File: src/sv/slrg_pkg.sv
// Shared constants and codes for the shuffled Lehmer random generator.
// Depends on nothing; every other file refers to it by scoped names.
`default_nettype none

package slrg_pkg;

  // Shuffle table geometry
  localparam int unsigned TABLE_SIZE = 32;
  localparam int unsigned IDX_W      = $clog2(TABLE_SIZE);
  localparam int unsigned INIT_STEPS = TABLE_SIZE + 8;
  localparam int unsigned CNT_W      = $clog2(INIT_STEPS);

  // Field and datapath widths
  localparam int unsigned SEED_W = 32;
  localparam int unsigned VAL_W  = 31;
  localparam int unsigned MULT_W = 15;
  localparam int unsigned PROD_W = VAL_W + MULT_W;

  // Generator constants
  localparam logic [MULT_W-1:0] LCG_MULT = MULT_W'(16807);
  localparam logic [VAL_W-1:0]  LCG_MOD  = 31'h7FFF_FFFF;

  // Divisor that maps an output value onto a table index
  localparam logic [SEED_W-1:0] TABLE_DIV =
    SEED_W'(64'd1 + (64'h7FFF_FFFE / 64'(TABLE_SIZE)));

  // Reseed constants
  localparam logic [SEED_W-1:0] RESEED_OFS = 32'd22261048;
  localparam logic signed [SEED_W-1:0] RESEED_LIM = 32'sd1000;

  // Request kinds carried in tuser
  localparam logic FUNC_DRAW   = 1'b0;
  localparam logic FUNC_RESEED = 1'b1;

endpackage

`default_nettype wire

File: src/sv/slrg_mulmod.sv
// Lehmer step unit: registered multiply by 16807, then reduction mod 2^31-1.
// Depends on slrg_pkg for widths and constants.
`default_nettype none

module slrg_mulmod (
  input  wire logic                       clk_i,
  input  wire logic                       mul_en_i,
  input  wire logic [slrg_pkg::VAL_W-1:0] seed_i,
  output logic      [slrg_pkg::VAL_W-1:0] next_seed_o
);

  logic [slrg_pkg::PROD_W-1:0] prod_q;
  logic [slrg_pkg::VAL_W:0]    fold;

  // Capture the product
  always_ff @(posedge clk_i) begin
    if (mul_en_i) begin
      prod_q <= slrg_pkg::PROD_W'(seed_i) * slrg_pkg::PROD_W'(slrg_pkg::LCG_MULT);
    end
  end

  // Fold high part onto low part; one subtract brings it below the modulus
  always_comb begin
    fold = {1'b0, prod_q[slrg_pkg::VAL_W-1:0]}
         + (slrg_pkg::VAL_W+1)'(prod_q[slrg_pkg::PROD_W-1:slrg_pkg::VAL_W]);
    if (fold >= {1'b0, slrg_pkg::LCG_MOD}) begin
      next_seed_o = slrg_pkg::VAL_W'(fold - {1'b0, slrg_pkg::LCG_MOD});
    end else begin
      next_seed_o = fold[slrg_pkg::VAL_W-1:0];
    end
  end

endmodule

`default_nettype wire

File: src/sv/shuffled_lehmer_random_generator_unit.sv
// Top level of the shuffled Lehmer random generator: control, shuffle table RAM.
// Depends on slrg_pkg and slrg_mulmod.
//
//  Channel   Dir  Handshake               Payload
//  s_axis    in   tvalid/tready           tuser = func, tdata = seed_time
//  m_axis    out  tvalid/tready           tdata = random_value (zero-padded)
//
// A reseed request only loads the seed and gives no result.
// A draw does multiply plus table read, then reduce plus table write.
// A draw that must re-initialise first runs forty Lehmer steps through the shared
// multiplier, the last table-size of them writing the table RAM, then the draw.
// Reset clears seed and last output, so the first draw re-initialises; the
// table RAM needs no clearing. A held result stalls the next draw in its last cycle.
`default_nettype none

module shuffled_lehmer_random_generator_unit (
  input  wire logic        clk_i,
  input  wire logic        rst_ni,
  input  wire logic        s_axis_tvalid,
  output logic             s_axis_tready,
  input  wire logic [31:0] s_axis_tdata,  // [31:0] seed_time
  input  wire logic        s_axis_tuser,  // [0] func
  output logic             m_axis_tvalid,
  input  wire logic        m_axis_tready,
  output logic      [31:0] m_axis_tdata   // [30:0] random_value, [31] zero
);

  localparam logic [1:0] ST_IDLE = 2'd0;
  localparam logic [1:0] ST_MUL  = 2'd1;
  localparam logic [1:0] ST_RED  = 2'd2;

  localparam int unsigned SW = slrg_pkg::SEED_W;
  localparam int unsigned VW = slrg_pkg::VAL_W;
  localparam int unsigned IW = slrg_pkg::IDX_W;
  localparam int unsigned CW = slrg_pkg::CNT_W;

  logic [1:0]    state_q, state_d;
  logic [SW-1:0] seed_q, seed_d;
  logic [VW-1:0] last_q, last_d;
  logic [CW-1:0] cnt_q, cnt_d;
  logic          init_q, init_d;
  logic [IW-1:0] idx_q;
  logic          out_valid_q, out_valid_d;
  logic [VW-1:0] out_data_q, out_data_d;
  logic [VW-1:0] rd_q;

  logic [VW-1:0] table_mem [slrg_pkg::TABLE_SIZE];

  logic          accept;
  logic          need_init;
  logic [SW-1:0] seed_neg, init_seed;
  logic [SW-1:0] t_neg, reseed_val;
  logic [SW-1:0] quot;
  logic [IW-1:0] idx;
  logic          mul_en, rd_en, wr_en;
  logic [IW-1:0] wr_addr;
  logic [VW-1:0] next_seed;

  assign accept        = s_axis_tvalid && s_axis_tready;
  assign s_axis_tready = (state_q == ST_IDLE);
  assign m_axis_tvalid = out_valid_q;
  assign m_axis_tdata  = {1'b0, out_data_q};

  // Re-initialisation check and the start seed it uses
  assign need_init = ($signed(seed_q) <= 0) || (last_q == '0);
  assign seed_neg  = '0 - seed_q;
  assign init_seed = ($signed(seed_neg) < 1) ? SW'(1) : seed_neg;

  // Reseed from the time value
  always_comb begin
    t_neg = '0 - s_axis_tdata;
    if ($signed(t_neg) > slrg_pkg::RESEED_LIM) begin
      reseed_val = '0 - t_neg;
    end else if ($signed(t_neg) > -slrg_pkg::RESEED_LIM) begin
      reseed_val = t_neg - slrg_pkg::RESEED_OFS;
    end else begin
      reseed_val = t_neg;
    end
  end

  // Table index from the previous output, clamped to the table
  always_comb begin
    quot = {1'b0, last_q} / slrg_pkg::TABLE_DIV;
    if (quot >= SW'(slrg_pkg::TABLE_SIZE)) begin
      idx = IW'(slrg_pkg::TABLE_SIZE - 1);
    end else begin
      idx = quot[IW-1:0];
    end
  end

  // Shared Lehmer step
  slrg_mulmod u_mulmod (
    .clk_i       (clk_i),
    .mul_en_i    (mul_en),
    .seed_i      (seed_q[VW-1:0]),
    .next_seed_o (next_seed)
  );

  // Sequencer
  always_comb begin
    state_d     = state_q;
    seed_d      = seed_q;
    last_d      = last_q;
    cnt_d       = cnt_q;
    init_d      = init_q;
    out_valid_d = out_valid_q;
    out_data_d  = out_data_q;
    mul_en      = 1'b0;
    rd_en       = 1'b0;
    wr_en       = 1'b0;
    wr_addr     = idx_q;

    if (m_axis_tvalid && m_axis_tready) begin
      out_valid_d = 1'b0;
    end

    unique case (state_q)
      ST_IDLE: begin
        if (accept) begin
          if (s_axis_tuser == slrg_pkg::FUNC_RESEED) begin
            seed_d = reseed_val;
          end else if (need_init) begin
            seed_d  = init_seed;
            init_d  = 1'b1;
            cnt_d   = CW'(slrg_pkg::INIT_STEPS - 1);
            state_d = ST_MUL;
          end else begin
            mul_en  = 1'b1;
            rd_en   = 1'b1;
            state_d = ST_RED;
          end
        end
      end
      ST_MUL: begin
        mul_en  = 1'b1;
        rd_en   = !init_q;
        state_d = ST_RED;
      end
      ST_RED: begin
        if (init_q) begin
          // Warm-up step: the last table-size seeds fill the table downwards
          seed_d  = SW'(next_seed);
          wr_en   = (cnt_q < CW'(slrg_pkg::TABLE_SIZE));
          wr_addr = cnt_q[IW-1:0];
          state_d = ST_MUL;
          if (cnt_q == '0) begin
            last_d = next_seed;
            init_d = 1'b0;
          end else begin
            cnt_d = cnt_q - CW'(1);
          end
        end else if (!out_valid_q || m_axis_tready) begin
          // Swap: old entry goes out, new seed takes its place
          seed_d      = SW'(next_seed);
          wr_en       = 1'b1;
          last_d      = rd_q;
          out_valid_d = 1'b1;
          out_data_d  = rd_q;
          state_d     = ST_IDLE;
        end
      end
      default: begin
        state_d = ST_IDLE;
      end
    endcase
  end

  // Control and state registers
  always_ff @(posedge clk_i or negedge rst_ni) begin
    if (!rst_ni) begin
      state_q     <= ST_IDLE;
      seed_q      <= '0;
      last_q      <= '0;
      cnt_q       <= '0;
      init_q      <= 1'b0;
      out_valid_q <= 1'b0;
    end else begin
      state_q     <= state_d;
      seed_q      <= seed_d;
      last_q      <= last_d;
      cnt_q       <= cnt_d;
      init_q      <= init_d;
      out_valid_q <= out_valid_d;
    end
  end

  // Payload registers
  always_ff @(posedge clk_i) begin
    out_data_q <= out_data_d;
    if (rd_en) begin
      idx_q <= idx;
    end
  end

  // Shuffle table RAM: one write port, one registered read port
  always_ff @(posedge clk_i) begin
    if (wr_en) begin
      table_mem[wr_addr] <= next_seed;
    end
    if (rd_en) begin
      rd_q <= table_mem[idx];
    end
  end

  // Checks
  a_mul_seed_in_range: assert property (@(posedge clk_i) disable iff (!rst_ni)
    mul_en |-> !seed_q[SW-1])
    else $error("multiplier fed a negative seed");

  a_reduced_below_mod: assert property (@(posedge clk_i) disable iff (!rst_ni)
    (state_q == ST_RED) |-> (next_seed != slrg_pkg::LCG_MOD))
    else $error("reduction left the modulus itself");

  a_cnt_in_range: assert property (@(posedge clk_i) disable iff (!rst_ni)
    init_q |-> (cnt_q <= CW'(slrg_pkg::INIT_STEPS - 1)))
    else $error("warm-up counter out of range");

  a_draw_waits_slot: assert property (@(posedge clk_i) disable iff (!rst_ni)
    (state_q == ST_RED && !init_q && out_valid_q && !m_axis_tready)
    |=> (state_q == ST_RED))
    else $error("draw finished while the result slot was full");

  a_no_read_during_warmup: assert property (@(posedge clk_i) disable iff (!rst_ni)
    init_q |-> !rd_en)
    else $error("table read issued during warm-up");

endmodule

`default_nettype wire

File: config.mk
export PLATFORM = sky130hd
export DESIGN_NAME = shuffled_lehmer_random_generator_unit
export DESIGN_NICKNAME = d
export VERILOG_FILES = /design/src/sv/slrg_pkg.sv /design/src/sv/slrg_mulmod.sv /design/src/sv/shuffled_lehmer_random_generator_unit.sv
export SDC_FILE = /design/constraint.sdc
export NUM_CORES = 2
export LEC_CHECK = 0
export BUFFER_PORTS_ARGS = -buffer_cell sky130_fd_sc_hd__buf_2
export CORE_ASPECT_RATIO = 1.5
export CORE_UTILIZATION = 63
export DETAILED_ROUTE_END_ITERATION = 16
export PLACE_DENSITY_LB_ADDON = 0.12
export SYNTH_ARGS = -nofsm -noshare
export SYNTH_HDL_FRONTEND = slang
export SYNTH_SLANG_ARGS = --single-unit
File: constraint.sdc
create_clock -name clk_i -period 18.81 [get_ports clk_i]
set_input_delay 1.881 -clock clk_i [delete_from_list [all_inputs] [get_ports clk_i]]
set_output_delay 1.881 -clock clk_i [all_outputs]
set_load 0.05 [all_outputs]
==> impl_metrics.py <==
metrics = {
    "synthesis": {
        "synth_cell_types": 89,
        "syn_area_per_cell_sq_um": 15.9,
        "ys_seq_area_share_pct": 60.7,
        "syn-num-nets": 4039,
        "synth-adder-area-share_pct": 9.81,
        "yosys_warnings": 0,
        "synth_top_family_by_area": "multiplexers",
        "synthXorXnorAreaFrac_pct": 2.20,
        "yosys.area_share.simple_pct": 5.43,
        "synthMuxAreaShare_pct": 13.1,
        "yosys_most_used_dff": "edfxtp_1",
        "synth_edf_count": 1105,
        "syn_inst": 3630,
        "async_reset_ff_share_pct": 6.20,
        "synth_compound_area_share_pct": 5.58,
        "syn-cell-area_sq_um": 57700,
        "ys_ff_latch": 1178,
    },
    "drt": {
        "drc_errors": 0,
        "drt_pre_antenna_iters": 7,
        "routedWlPerCell_microns": 36.8,
        "drtAntennaViolNets": 0,
        "drt_iter0_markers": 4765,
        "routed_wl_microns": 184000,
        "num_vias": 35870,
        "drt-vias-per-instance": 7.19,
    },
    "placed_design": {
        "hpwl_microns": 112000,
        "place_ws_ns": 11.88,
        "port_buffers": 69,
        "gp_congestion": 0.996,
    },
    "die": {
        "coreArea_sq_um": 90500,
        "io-pin-count": 71,
        "rows": 135,
        "die_x_microns": 249,
        "start_util_pct": 63.7,
        "die_h_microns": 373,
        "die-area_sq_um": 92800,
    },
    "clock_tree": {
        "cts_hold_buf": 0,
        "cts_tree": "yes",
        "clk_pin_slew_ns": 0.07,
        "numCtsBuffers": 101,
        "cts.sinks": 1178,
        "cts_htree_levels": 3,
        "clk_latency_ns": 0.75,
        "cts_resized": 0,
        "post_cts_buffers": 0,
        "cts-root-buf": "clkbuf_16",
        "cts_max_path_buffers": 3,
    },
    "sta": {
        "tns_ns": 0,
        "setup_violations": 0,
        "worstMarginPinSlew_ns": 1.49,
        "rsz0062_at_grt": "false",
        "final-max-slew-violation-count": 0,
        "slew_headroom_pct": 0.854,
        "finClkSkew_ns": 0.0480,
        "fin_crit_ns": 7.02,
        "report.final.hold_viol_count": 0,
        "finalCritPeriodShare_pct": 37.3,
        "worst_slack_ns": 11.79,
        "max_freq_mhz": 142,
    },
    "setup_path": {
        "cp.arrival_ns": 7.45,
        "end_kind": "flip-flop",
        "worst_setup_path_start_kind": "flip-flop",
        "cp_max_fo": 9,
        "worstPathRequired_ns": 19.25,
        "crit_type": "flip-flop to flip-flop",
    },
    "grt": {
        "grt_pass1_wl_microns": 264000,
        "grt-ovfl-total": 0,
        "antenna_found_initial": 7,
        "grt_use_total_pct": 40.5,
        "grt_max_degree": 115,
        "grt_pass1_vias": 37264,
    },
    "hold_path": {
        "hp-class": "flip-flop to flip-flop",
    },
    "run": {
        "max-cap-violations": 0,
    },
    "cells_and_area": {
        "drive_gt1_share_pct": 19.7,
        "num-nets-final": 4145,
        "final_common_cell": "edfxtp_1",
        "area_growth_pct": 9.96,
        "layout_common_cells": "edfxtp_1 (1,105), inv_1 (333), mux4_2 (310), ha_1 (238), fa_1 (134)",
    },
    "status": {
        "outcome": "finished, final reports clean",
    },
}
-- cells by family after synthesis --
family | count (synthesis)
and+or+nand+nor | 603
AOI/OAI and AO/OA | 485
DFF | 1178
muxes | 364
other | 1
adders and majority gates | 372
buffers and inverters | 482
xor gates and xnor gates | 145
-- metal layers --
metal / vias up / wire, microns / global-route usage, %
met4: 8 / 16400 / 30.0
li1: 14229 / - / -
met3: 792 / 17800 / 8.32
met2: 2857 / 92900 / 68.7
met1: 17984 / 56600 / 45.4
met5: - / 48 / 0
-- area by class of cell --
cell class              count  area [sq um]
flip-flops and latches   1178         35000
fillers                  5455         27100
multi-input cells        1970         21200
clock buffers             113          2590
well taps                1164          1460
inverters                 334          1250
repair buffers            151           976
clock inverters            70           888
diodes                     10          25.0
-- critical path, cell delays in order, from the launching register on --
cell,delay (ns)
dfrtp_1,0.64
clkinv_1,0.56
fa_1,0.67
inv_1,0.05
ha_1,0.26
inv_1,0.05
fa_1,0.50
inv_1,0.05
fa_1,0.47
fa_1,0.57
inv_1,0.06
fa_1,0.55
inv_1,0.05
ha_1,0.39
a21o_1,0.21
a21o_1,0.17
a21oi_1,0.20
o22ai_1,0.13
nor3_1,0.13
o21ai_0,0.18
a221oi_1,0.41
o21bai_1,0.12
a21oi_1,0.23
xnor2_1,0.10
-- Yosys cell counts, types with 32 or more instances --
cell,count,area (sq um)
edfxtp_1,1105,33200
inv_1,333,1250
mux4_2,310,6980
ha_1,238,2980
nor2_1,151,567
fa_1,134,2680
nand2_1,122,458
a21oi_1,112,561
clkbuf_1,111,417
o21ai_0,108,541
xnor2_1,94,823
dfrtp_1,73,1830
nand3_1,56,280
xor2_1,51,447
nor3_1,40,200
mux2_2,37,417
a21o_1,36,270
nor4_1,32,200
-- stage by stage --
step | hold slack (ns) | instance area, sq um | util (%) | instances
finish | 0.473 | 63400 | 70.1 | 4990
CTS | 0.474 | 63400 | 70.0 | 4980
global route | 0.478 | 63400 | 70.0 | 4980
detailed placement | 0.450 | 59900 | 66.2 | 4797
global placement | 0.440 | 59900 | 66.2 | 4797
floorplan | 0.418 | 57700 | - | 3630
-- flip-flops by register name (all words and copies together), names as in the netlist --
| signal | count |
|---|---|
| rd_q | 31 |
| u_mulmod.prod_q | 46 |
| idx_q | 5 |
| table_mem | 992 |
| cnt_q | 6 |
| seed_q | 32 |
| state_q | 2 |
| init_q | 1 |
| m_axis_tvalid | 1 |
| last_q | 31 |
| out_data_q | 31 |
-- final timing paths --
check                      startpoint             endpoint  slack (ns)  cells past startpoint
max                        seed_q[30]  u_mulmod.prod_q[43]       11.79                     23
min                          rd_q[30]       out_data_q[30]        0.47                      0
max reg2reg                seed_q[30]  u_mulmod.prod_q[43]       11.79                     23
min reg2reg                  rd_q[30]       out_data_q[30]        0.47                      0
max in group asynchronous      rst_ni           last_q[26]       16.49                      2
min in group asynchronous      rst_ni           seed_q[25]        1.05                      1
Power is not shown: default switching activity piles up to over one toggle a cycle in this logic, so the estimate is an artifact.
